--- src/sv/mfmt_pkg.sv ---
// Package for the multi-turn motor feedback tracker.
// Holds slot count, field widths, register indexes, reset values and the slot entry type.
// No dependencies.
package mfmt_pkg;

    localparam int NUM_SLOTS = 8;
    localparam int SLOT_W    = (NUM_SLOTS > 1) ? $clog2(NUM_SLOTS) : 1;

    localparam int ID_W    = 11;
    localparam int ANGLE_W = 16;
    localparam int WORD_W  = 16;
    localparam int TEMP_W  = 8;
    localparam int TURN_W  = 16;
    localparam int POS_W   = 35;
    localparam int OSLOT_W = 3;

    localparam int S_DATA_W = 72;
    localparam int M_DATA_W = 112;

    // Configuration register indexes.
    localparam int CFG_IDX_W  = 2;
    localparam int CFG_DATA_W = 16;
    localparam logic [CFG_IDX_W-1:0] REG_ID_BASE = 2'd0;
    localparam logic [CFG_IDX_W-1:0] REG_MASK    = 2'd1;
    localparam logic [CFG_IDX_W-1:0] REG_WINDOW  = 2'd2;

    localparam logic [ID_W-1:0] ID_BASE_RST = 11'd513;
    localparam logic [7:0]      MASK_RST    = 8'hFF;
    localparam logic [15:0]     WINDOW_RST  = 16'd200;

    // Angle jump that counts as a wrap of the encoder.
    localparam logic signed [16:0] WRAP_HI = 17'sd6400;
    localparam logic signed [16:0] WRAP_LO = -17'sd6400;

    // Q10 degrees per encoder count is 45; one turn is 8192 counts.
    localparam int LIN_W      = 30;
    localparam int PROD_W     = 36;
    localparam logic signed [PROD_W-1:0] Q10_PER_COUNT = 36'sd45;

    localparam logic signed [TURN_W-1:0] TURN_MAX = 16'sh7FFF;
    localparam logic signed [TURN_W-1:0] TURN_MIN = 16'sh8000;

    typedef struct packed {
        logic [ANGLE_W-1:0]       prev;
        logic signed [TURN_W-1:0] turns;
        logic [ANGLE_W-1:0]       start;
    } t_slot_entry;

endpackage

--- src/sv/motor_feedback_multiturn_tracker.sv ---
// Multi-turn angle tracker for motor feedback frames, top level.
// Pipeline: the slot read and stage one registers, stage two, then the output register.
// Throughput: one frame per cycle while the output is not stalled; set by the slot
//   memory read-modify-write, its registered read bridged by forwarding the write-back.
// Reset: configuration returns to its defaults, frame count clears, and per-slot
//   valid flags clear at once so every slot reads as zero; no clearing pass.
module motor_feedback_multiturn_tracker (
    input  logic                            i_clk,
    input  logic                            i_rst_n,
    // Configuration write channel.
    input  logic                            i_cfg_valid,
    output logic                            o_cfg_ready,
    input  logic [mfmt_pkg::CFG_IDX_W-1:0]  i_cfg_index,
    input  logic [mfmt_pkg::CFG_DATA_W-1:0] i_cfg_data,
    // Frame input stream.
    input  logic                            s_axis_tvalid,
    output logic                            s_axis_tready,
    // tdata from bit 0: frame_id[10:0], angle_word[26:11], speed_word[42:27],
    // current_word[58:43], temperature_byte[66:59], zero pad [71:67].
    input  logic [mfmt_pkg::S_DATA_W-1:0]   s_axis_tdata,
    // Result output stream.
    output logic                            m_axis_tvalid,
    input  logic                            m_axis_tready,
    // tdata from bit 0: slot[2:0], angle[18:3], speed[34:19], current[50:35],
    // temperature[58:51], turn_count[74:59], position_q10[109:75], zero pad [111:110].
    output logic [mfmt_pkg::M_DATA_W-1:0]   m_axis_tdata,
    // tuser: matched.
    output logic                            m_axis_tuser
);
    import mfmt_pkg::*;

    // Configuration registers. Writes are only expected while the pipeline is idle,
    // so the port is always ready.
    logic [ID_W-1:0] r_id_base;
    logic [7:0]      r_mask;
    logic [15:0]     r_window;
    logic [15:0]     r_frames;
    logic [15:0]     n_frames;

    assign o_cfg_ready = 1'b1;

    always_ff @(posedge i_clk) begin
        if (!i_rst_n) begin
            r_id_base <= ID_BASE_RST;
            r_mask    <= MASK_RST;
            r_window  <= WINDOW_RST;
        end else if (i_cfg_valid) begin
            case (i_cfg_index)
                REG_ID_BASE: r_id_base <= i_cfg_data[ID_W-1:0];
                REG_MASK:    r_mask    <= i_cfg_data[7:0];
                REG_WINDOW:  r_window  <= i_cfg_data;
                default:     ;
            endcase
        end
    end

    // Unpack the input transaction.
    logic [ID_W-1:0]    in_id;
    logic [ANGLE_W-1:0] in_angle;
    logic [WORD_W-1:0]  in_speed;
    logic [WORD_W-1:0]  in_current;
    logic [TEMP_W-1:0]  in_temp;

    assign in_id      = s_axis_tdata[10:0];
    assign in_angle   = s_axis_tdata[26:11];
    assign in_speed   = s_axis_tdata[42:27];
    assign in_current = s_axis_tdata[58:43];
    assign in_temp    = s_axis_tdata[66:59];

    // Pipeline flow control. Each stage moves when the stage after it is empty or moving,
    // so a new frame enters even while a result is waiting on the output.
    logic r_s1_v;
    logic r_s2_v;
    logic r_out_v;
    logic out_ready;
    logic s2_ready;
    logic s1_ready;
    logic in_accept;
    logic s1_commit;

    assign out_ready     = !r_out_v || m_axis_tready;
    assign s2_ready      = !r_s2_v || out_ready;
    assign s1_ready      = !r_s1_v || s2_ready;
    assign s_axis_tready = s1_ready;
    assign in_accept     = s_axis_tvalid && s1_ready;

    // Slot lookup. The index wraps modulo 2048 by the subtraction width.
    logic [ID_W-1:0]   idx;
    logic              in_matched;
    logic              in_capture;
    logic [SLOT_W-1:0] rd_addr;

    assign idx        = in_id - r_id_base;
    assign in_matched = ({21'd0, idx} < NUM_SLOTS);
    assign rd_addr    = idx[SLOT_W-1:0];
    assign n_frames   = (r_frames == 16'hFFFF) ? r_frames : r_frames + 16'd1;
    // Capture of the start angle uses the frame count including this frame.
    assign in_capture = (n_frames < r_window) && (idx[ID_W-1:3] == '0) && r_mask[idx[2:0]];

    always_ff @(posedge i_clk) begin
        if (!i_rst_n) begin
            r_frames <= '0;
        end else if (in_accept) begin
            r_frames <= n_frames;
        end
    end

    // Slot memory with a valid flag for each entry; an entry never written reads as zero.
    t_slot_entry       mem [NUM_SLOTS];
    logic [NUM_SLOTS-1:0] r_vld;
    t_slot_entry       r_rd;
    logic              r_rd_vld;
    t_slot_entry       wr_data;
    logic [SLOT_W-1:0] r_s1_addr;

    always_ff @(posedge i_clk) begin
        if (s1_commit) begin
            mem[r_s1_addr] <= wr_data;
        end
    end

    // The read happens only on acceptance so a stalled first stage keeps its data.
    // A write-back to the same slot at the same edge is forwarded into the read register.
    always_ff @(posedge i_clk) begin
        if (in_accept) begin
            if (s1_commit && (r_s1_addr == rd_addr)) begin
                r_rd <= wr_data;
            end else begin
                r_rd <= mem[rd_addr];
            end
        end
    end

    always_ff @(posedge i_clk) begin
        if (!i_rst_n) begin
            r_vld    <= '0;
            r_rd_vld <= 1'b0;
        end else begin
            if (s1_commit) begin
                r_vld[r_s1_addr] <= 1'b1;
            end
            if (in_accept) begin
                r_rd_vld <= (s1_commit && (r_s1_addr == rd_addr)) || r_vld[rd_addr];
            end
        end
    end

    // Stage one: frame payload alongside the slot read.
    logic               r_s1_matched;
    logic               r_s1_capture;
    logic [OSLOT_W-1:0] r_s1_slot;
    logic [ANGLE_W-1:0] r_s1_angle;
    logic [WORD_W-1:0]  r_s1_speed;
    logic [WORD_W-1:0]  r_s1_current;
    logic [TEMP_W-1:0]  r_s1_temp;

    always_ff @(posedge i_clk) begin
        if (!i_rst_n) begin
            r_s1_v <= 1'b0;
        end else if (s1_ready) begin
            r_s1_v <= s_axis_tvalid;
        end
    end

    always_ff @(posedge i_clk) begin
        if (in_accept) begin
            r_s1_matched <= in_matched;
            r_s1_capture <= in_capture;
            r_s1_slot    <= idx[OSLOT_W-1:0];
            r_s1_addr    <= rd_addr;
            r_s1_angle   <= in_angle;
            r_s1_speed   <= in_speed;
            r_s1_current <= in_current;
            r_s1_temp    <= in_temp;
        end
    end

    // Turn tracking: a large drop means the encoder wrapped forward, a large rise backward.
    logic [ANGLE_W-1:0]       cur_prev;
    logic signed [TURN_W-1:0] cur_turns;
    logic [ANGLE_W-1:0]       cur_start;
    logic [ANGLE_W-1:0]       start_eff;
    logic signed [16:0]       delta;
    logic signed [16:0]       span;
    logic signed [TURN_W-1:0] turns_new;
    logic signed [TURN_W-1:0] s1_tc;
    logic signed [LIN_W-1:0]  s1_lin;

    assign s1_commit = r_s1_v && s2_ready && r_s1_matched;

    always_comb begin
        cur_prev  = r_rd_vld ? r_rd.prev  : '0;
        cur_turns = r_rd_vld ? r_rd.turns : '0;
        cur_start = r_rd_vld ? r_rd.start : '0;
        start_eff = r_s1_capture ? cur_prev : cur_start;
        delta     = $signed({1'b0, r_s1_angle}) - $signed({1'b0, cur_prev});
        span      = $signed({1'b0, r_s1_angle}) - $signed({1'b0, start_eff});
        turns_new = cur_turns;
        if (delta < WRAP_LO) begin
            if (cur_turns != TURN_MAX) begin
                turns_new = cur_turns + 16'sd1;
            end
        end else if (delta > WRAP_HI) begin
            if (cur_turns != TURN_MIN) begin
                turns_new = cur_turns - 16'sd1;
            end
        end
        wr_data.prev  = r_s1_angle;
        wr_data.turns = turns_new;
        wr_data.start = start_eff;
        // Position in encoder counts: turns times 8192 plus the offset from the start angle.
        if (r_s1_matched) begin
            s1_tc  = turns_new;
            s1_lin = $signed({turns_new[TURN_W-1], turns_new, 13'd0})
                   + $signed({{(LIN_W-17){span[16]}}, span});
        end else begin
            s1_tc  = '0;
            s1_lin = '0;
        end
    end

    // Stage two: scale counts to Q10 degrees on the way into the output register.
    logic                     r_s2_matched;
    logic [OSLOT_W-1:0]       r_s2_slot;
    logic [ANGLE_W-1:0]       r_s2_angle;
    logic [WORD_W-1:0]        r_s2_speed;
    logic [WORD_W-1:0]        r_s2_current;
    logic [TEMP_W-1:0]        r_s2_temp;
    logic signed [TURN_W-1:0] r_s2_tc;
    logic signed [LIN_W-1:0]  r_s2_lin;

    always_ff @(posedge i_clk) begin
        if (!i_rst_n) begin
            r_s2_v <= 1'b0;
        end else if (s2_ready) begin
            r_s2_v <= r_s1_v;
        end
    end

    always_ff @(posedge i_clk) begin
        if (r_s1_v && s2_ready) begin
            r_s2_matched <= r_s1_matched;
            r_s2_slot    <= r_s1_matched ? r_s1_slot : '0;
            r_s2_angle   <= r_s1_angle;
            r_s2_speed   <= r_s1_speed;
            r_s2_current <= r_s1_current;
            r_s2_temp    <= r_s1_temp;
            r_s2_tc      <= s1_tc;
            r_s2_lin     <= s1_lin;
        end
    end

    logic signed [PROD_W-1:0] prod;

    assign prod = $signed({{(PROD_W-LIN_W){r_s2_lin[LIN_W-1]}}, r_s2_lin}) * Q10_PER_COUNT;

    logic                     r_out_matched;
    logic [OSLOT_W-1:0]       r_out_slot;
    logic [ANGLE_W-1:0]       r_out_angle;
    logic [WORD_W-1:0]        r_out_speed;
    logic [WORD_W-1:0]        r_out_current;
    logic [TEMP_W-1:0]        r_out_temp;
    logic signed [TURN_W-1:0] r_out_tc;
    logic signed [POS_W-1:0]  r_out_pos;

    always_ff @(posedge i_clk) begin
        if (!i_rst_n) begin
            r_out_v <= 1'b0;
        end else if (out_ready) begin
            r_out_v <= r_s2_v;
        end
    end

    always_ff @(posedge i_clk) begin
        if (r_s2_v && out_ready) begin
            r_out_matched <= r_s2_matched;
            r_out_slot    <= r_s2_slot;
            r_out_angle   <= r_s2_angle;
            r_out_speed   <= r_s2_speed;
            r_out_current <= r_s2_current;
            r_out_temp    <= r_s2_temp;
            r_out_tc      <= r_s2_tc;
            r_out_pos     <= prod[POS_W-1:0];
        end
    end

    assign m_axis_tvalid = r_out_v;
    assign m_axis_tuser  = r_out_matched;
    assign m_axis_tdata  = {2'b00, r_out_pos, r_out_tc, r_out_temp, r_out_current,
                            r_out_speed, r_out_angle, r_out_slot};

`ifndef SYNTHESIS
    // An unmatched frame never carries a turn count or a position.
    assert property (@(posedge i_clk) disable iff (!i_rst_n)
        r_out_v && !r_out_matched |-> (r_out_tc == '0) && (r_out_pos == '0))
        else $error("unmatched result with nonzero turn count or position");

    // A write-back marks its slot valid for the following reads.
    assert property (@(posedge i_clk) disable iff (!i_rst_n)
        s1_commit |=> r_vld[$past(r_s1_addr)])
        else $error("slot not valid after write-back");

    // Input is held off only when every stage is full and the output is stalled.
    assert property (@(posedge i_clk) disable iff (!i_rst_n)
        !s_axis_tready |-> r_s1_v && r_s2_v && r_out_v && !m_axis_tready)
        else $error("input stalled with room in the pipeline");

    // The frame counter only counts up.
    assert property (@(posedge i_clk) disable iff (!i_rst_n)
        $past(i_rst_n) |-> r_frames >= $past(r_frames))
        else $error("frame counter went backward");
`endif

endmodule

--- config.mk ---
export PLATFORM = sky130hd
export DESIGN_NAME = motor_feedback_multiturn_tracker
export DESIGN_NICKNAME = d
export VERILOG_FILES = /design/src/sv/mfmt_pkg.sv /design/src/sv/motor_feedback_multiturn_tracker.sv
export SDC_FILE = /design/constraint.sdc
export NUM_CORES = 1
export LEC_CHECK = 0
export ABC_AREA = 1
export BUFFER_PORTS_ARGS = -buffer_cell sky130_fd_sc_hd__buf_2
export CORE_MARGIN = 8
export CORE_UTILIZATION = 45
export CTS_CLUSTER_SIZE = 12
export DETAILED_ROUTE_END_ITERATION = 8
export GPL_TIMING_DRIVEN = 0
export SYNTH_ARGS = -nofsm -noshare
export SYNTH_HDL_FRONTEND = slang
export SYNTH_SLANG_ARGS = --single-unit
--- constraint.sdc ---
create_clock -name i_clk -period 12.6 [get_ports i_clk]
set_clock_uncertainty 0.15 [all_clocks]
set_input_delay 0.63 -clock i_clk [delete_from_list [all_inputs] [get_ports i_clk]]
set_output_delay 0.63 -clock i_clk [all_outputs]
set_load 0.02 [all_outputs]
# == Yosys cells after proc, flatten, opt, wreduce, memory -nomap -nowiden ==
# Memory sizes are Yosys's and may differ from the RTL's. A register that Yosys moved wholly into a read port is not among the register bits.
# Index checks and enable logic that the tools add are counted.
# classes
add_sub_neg,7
n_mul,1
magnitude_cmp,7
n_eq_ne,6
n_mux,17
bitwise_logic,1
reduce_logical,20
# ops
op,count
$mux W16,9
$mul A30 B7 Y35 const B,1
$sub A16 B16 Y17,2
$ne A16 B16 Y1 const B,2
$add A29 B17 Y30,1
$gt A17 B14 Y1 const B,1
$lt A17 B14 Y1 const B,1
$add A16 B1 Y16 const B,1
$add A16 B2 Y16 const B,1
$eq A16 B16 Y1 const B,1
$lt A16 B16 Y1,1
$sub A16 B2 Y16 const B,1
$lt A11 B4 Y1 const B,1
$sub A11 B11 Y11,1
$logic_and A1 B1 Y1,8
$logic_not A8 Y1,1
$lt A3 B4 Y1 const B,2
$or A8 B8 Y8,1
$bmux W1 S3,2
$reduce_and A2 Y1,3
$mux W1,5
$logic_or A1 B1 Y1,4
$demux W1 S3,1
$eq A3 B3 Y1,1
other kinds (5),7
# word_totals
ff_bits,341
ramBits,384
inputBits,95
out_inout_bits,116
wordCells,92
n_memories,1
# memory_table
name,depth,width,read_ports,rd_clocked_by_memory_dff,wr,line_no,source
mem,8,48,1,1,1,motor_feedback_multiturn_tracker.sv:109,t_slot_entry mem [NUM_SLOTS];

# == Longest topological paths before layout ==
# depth
depth_word,7
mapped_depth,43
depth_no_buf,39

# == Worst setup path after synthesis ==
# No wires, ideal clock.
# synth_path
path_type,input to register
startpoint,in m_axis_tready
endpoint,reg r_out_matched (netlist: m_axis_tuser) (enable)
setup_time_ps,618
arrival_time_ps,5993
required_ps,11832
path_slack_ps,5840
cell_stages,2
n_path_buf,0
path_cell_list,inv_1 > a21oi_1
# synth_between
elab_chain_cells,2
# synth_lines
element,line_no,source
from (decl),motor_feedback_multiturn_tracker.sv:23,"input logic m_axis_tready,"
$logic_or A1 B1 Y1,motor_feedback_multiturn_tracker.sv:81,assign out_ready = !r_out_v || m_axis_tready;
$logic_and A1 B1 Y1,motor_feedback_multiturn_tracker.sv:275,if (r_s2_v && out_ready) begin
to (signal assigned),motor_feedback_multiturn_tracker.sv:276,r_out_matched <= r_s2_matched;
to (decl),motor_feedback_multiturn_tracker.sv:257,logic r_out_matched;
# Every way passes these cells.
# A chain may end at the register's enable or synchronous reset.

# == Worst setup path after layout ==
# layout_path
startpoint,reg r_rd_vld
endpoint,reg r_s2_lin[27] (data pin)
# layout_between
elab_chain_cells,6
word_cells_on_any_way,17
classes_between,5 x add/sub; 2 x order compare; 2 x eq/ne; 8 x mux
# layout_lines
element,line_no,source
from (decl),motor_feedback_multiturn_tracker.sv:112,logic r_rd_vld;
from (signal assigned),motor_feedback_multiturn_tracker.sv:143,r_rd_vld <= (s1_commit && (r_s1_addr == rd_addr)) || r_vld[rd_addr];
"$mux W16, on equally long branches","motor_feedback_multiturn_tracker.sv:192, motor_feedback_multiturn_tracker.sv:193",
$sub A16 B16 Y17 (tied with other cells),motor_feedback_multiturn_tracker.sv:196,"delta = $signed({1'b0, r_s1_angle}) - $signed({1'b0, cur_prev});"
$gt A17 B14 Y1 / $mux W16 (equally long branches),"motor_feedback_multiturn_tracker.sv:203, motor_feedback_multiturn_tracker.sv:204",
$mux W16,motor_feedback_multiturn_tracker.sv:203,end else if (delta > WRAP_HI) begin
$mux W16,motor_feedback_multiturn_tracker.sv:199,if (delta < WRAP_LO) begin
$add A29 B17 Y30 *,motor_feedback_multiturn_tracker.sv:215,"+ $signed({{(LIN_W-17){span[16]}}, span});"
to (signal assigned),motor_feedback_multiturn_tracker.sv:249,r_s2_lin <= s1_lin;
to (decl),motor_feedback_multiturn_tracker.sv:230,logic signed [LIN_W-1:0] r_s2_lin;
# Every way passes the cells marked *; elsewhere a longest branch is shown, timed or not.

==> results by group <==
Clocking
  – Clock Latency Late Sink: 0.66 ns
  – Max Root-Sink Buffers: 3
  – CTS Hold Bufs: 53
  – Worst-path clk slew: 0.06 ns
  – Clk Tree Root Cell: clkbuf_16
  – TritonCTS clock tree: yes
  – CTS Buf Count: 84
  – H-tree depth reported by CTS: 3
  – Post-CTS setup buffer count: 0
  – Clk sinks: 773
  – Post-CTS Resized: 0

Floorplan
  – Core box area: 81600 um2
  – Die Footprint: 91300 um2
  – Initial core utilization: 45.2%
  – Boundary Pins: 211
  – Chip Width: 302 um
  – Chip height: 302 um
  – Rows: 105

Place
  – Port bufs: 201
  – HPWL after DPL: 70700 um
  – Area after DPL: 39700 um2
  – GPL Wtd Cong: 0.933

Timing
  – Fin Setup TNS: 0 ns
  – Min Tclk post-route: 6.97 ns
  – Fin. Hold Viols: 0
  – Final setup violation count: 0
  – Period utilisation layout: 55.3%
  – Slew headroom: 25.6%
  – Worst slew pin tran: 1.12 ns
  – Max-slew violations: 0
  – RSZ-0062 raised after global routing: false
  – Fmax: 143 MHz

Global route
  – Met2 Resource Use GR: 35.4%
  – Grt met1 use: 28.5%
  – GR peak layer: met2
  – Global Route met3 Usage: 3.74%
  – First-pass GRT wire length: 149000 um
  – Largest net degree at the start of global routing: 75
  – Total gr overflow: 0
  – Total track usage: 21.4%
  – Initial antenna violation count: 3
  – Number of global-route vias before repair: 25.0k

Yosys
  – Synthesized area per cell: 10.9 um2
  – Top_reg_cell synth: edfxtp_1
  – Ys async rst share: 0%
  – Synthesis Warnings: 0
  – Post-Synth XOR/XNOR Area: 1.75%
  – Synthesized instance count: 3379
  – Post-synthesis cell type count: 51
  – Multiplexer share of the synthesized area: 0%
  – Synth Area in Compound Gates: 9.78%
  – Adder-Cell Fraction of Synth Area: 9.03%
  – Sequential share of the synthesized area: 61.3%
  – Yosys top cell by area: edfxtp_1
  – Mapped Area: 36800 um2
  – Largest family of logic cells by synthesized area: simple AND/OR/NAND/NOR gates
  – Area share of the largest cell type after synthesis: 57.9%
  – Seq cells post-synth: 773
  – Top cells by area, synth: edfxtp_1, ha_1, nand2_1
  – Post-synth EDFFs: 710
  – Post-Synth Simple-Gate Area: 12.6%

Critical path
  – Critical path class: register to register
  – FF-to-FF setup slack: 5.63 ns
  – Most used cell, CP: nand2_1
  – R2r endpoint: r_s2_lin[27]
  – Reg-to-reg startpoint: r_rd_vld
  – Critical Path Source: r_rd_vld
  – Maximum fanout along the worst path: 10
  – CP peak stage delay: 0.56 ns
  – Reg2reg path depth: 35
  – CP arrival: 7.19 ns
  – Crit path launch type: register
  – Crit path to: r_s2_lin[27]
  – Required time worst endpoint: 12.82 ns
  – Critical path capture point type: register
  – Slowest cell on crit path: nor2_1

Power
  – Clk network pwr share: 31.9%
  – Lkg Pwr: 0.0174 uW
  – PD cells: 176 nW/um2
  – NetSw: 2460 uW
  – Internal: 5130 uW
  – Reg power frac: 41.3%
  – Net Sw Frac: 32.4%
  – VDD IR max: 125 uV
  – Gate power share: 26.9%

Finish
  – Post-route cell area: 43000 um2
  – Post-layout net count: 4065
  – Layout cell share with drive strength beyond 1: 11.0%
  – Area delta synth->final: 16.6%

Job
  – Max-cap violations: 0

Drt
  – Routed WL: 99600 um
  – Via density: 5.30
  – Via count: 25.8k
  – DR iter-0 viols: 2059
  – DRC violations left: 0
  – WL per Instance: 20.4 um
  – Detail Route Antenna Nets: 0
  – Drt pass-1 iters: 5

Outcome
  – Outcome: completed

Min path
  – Worst hold path class: input port to register
  – Min-delay src: s_axis_tdata[41]
==> logic make-up (layout without fill, tap and decap cells) <==
family,Yosys count,count (layout)
and+or+nand+nor,1126,1126
DFF,773,773
AOI/OAI and AO/OA,649,649
buffers and inverters,527,949
adders and majority gates,230,230
xor gates and xnor gates,72,72
other,2,5
==> worst min-delay path by stage <==
stage,to,slack [ns],depth (start not counted)
6_report,r_s1_speed[14],0.03,1
5_1_grt,r_s1_speed[14],0.002,1
4_1_cts,r_s1_speed[14],0.002,1
3_5_place_dp,r_out_current[10],0.25,0
3_3_place_gp,r_s2_speed[6],0.25,0
2_1_floorplan,m_axis_tuser,0.25,0
==> metrics by stage <==
stage	hold slack (ns)	instances	utilization (%)	setup WS [ns]	total power, uW
after detailed placement	0.255	4671	48.7	5.78	5200
final	0.0332	4874	52.7	5.63	7580
after CTS	0.00210	4872	52.7	5.73	7630
after floorplan	0.250	3380	-	5.84	4600
after global placement	0.250	4651	48.0	2.83	5180
after global routing	0.00177	4872	52.7	5.02	8000
==> layout by cell type (no fill, tap or decap), drive strengths merged, types with 96 or more instances in the layout <==
cell type  instances
ha               170
nand3            127
nand2            561
clkbuf           205
nor2             377
o21ai            292
a21oi            162
inv              411
buf              246
edfxtp           710
o22ai             96
==> cell usage after synthesis (all sizes together) (2+ instances only) <==
library cell	number
a211oi	4
a21boi	4
a21o	4
a21oi	162
a221oi	5
a31oi	37
buf	25
clkbuf	91
clkinv	3
conb	2
dfxtp	63
edfxtp	710
fa	60
ha	170
inv	408
nand2	561
nand3	127
nand4	19
nor2	377
nor3	29
nor4	6
o2111ai	2
o211ai	7
o21a	23
o21ai	292
o21bai	7
o22ai	96
o31ai	2
or2	4
xnor2	10
xor2	62
==> worst max-delay path, delay by kind of cell, from the launching register on <==
kind | cells | cell delay (ns)
buffers and inverters | 6 | 0.98
XOR/XNOR | 1 | 0.15
AND/OR/NAND/NOR | 13 | 1.55
flip-flops | 1 | 0.51
AO/OA/AOI/OAI | 12 | 2.41
adder cells (fa/ha/maj) | 3 | 0.94
==> per-layer routing <==
layer,wire (um),up-vias
met5,0,-
met4,3460,0
met3,7230,194
met2,46900,884
met1,42000,12348
li1,-,12384
==> power by group through the flow <==
| stage | sequential [uW] | combinational [uW] | clock, uW |
|---|---|---|---|
| 6_report | 3130 | 2040 | 2420 |
| 5_1_grt | 3140 | 2300 | 2560 |
| 4_1_cts | 3130 | 2040 | 2460 |
| 3_5_place_dp | 3180 | 2020 | 0 |
| 3_3_place_gp | 3190 | 1990 | 0 |
| 2_1_floorplan | 3200 | 1400 | 0 |
==> sequential cells by signal, summed over array words and instances (netlist names), 30 cells and up <==
| name | flops |
|---|---|
| mem | 384 |
| r_out_pos | 35 |
| r_s2_lin | 30 |
| r_rd | 48 |
==> cell type report <==
| class | count | area, um2 |
|---|---|---|
| clock inverter | 34 | 444 |
| buffer | 116 | 504 |
| tap | 1070 | 1340 |
| sequential | 773 | 22600 |
| fill | 7225 | 38600 |
| multi-input combinational | 2080 | 12300 |
| clock buffer | 114 | 2270 |
| timing repair buffer | 274 | 1990 |
| inverter | 411 | 1550 |
| antenna | 2 | 5.00 |
Power figures use the tool's default switching activity.
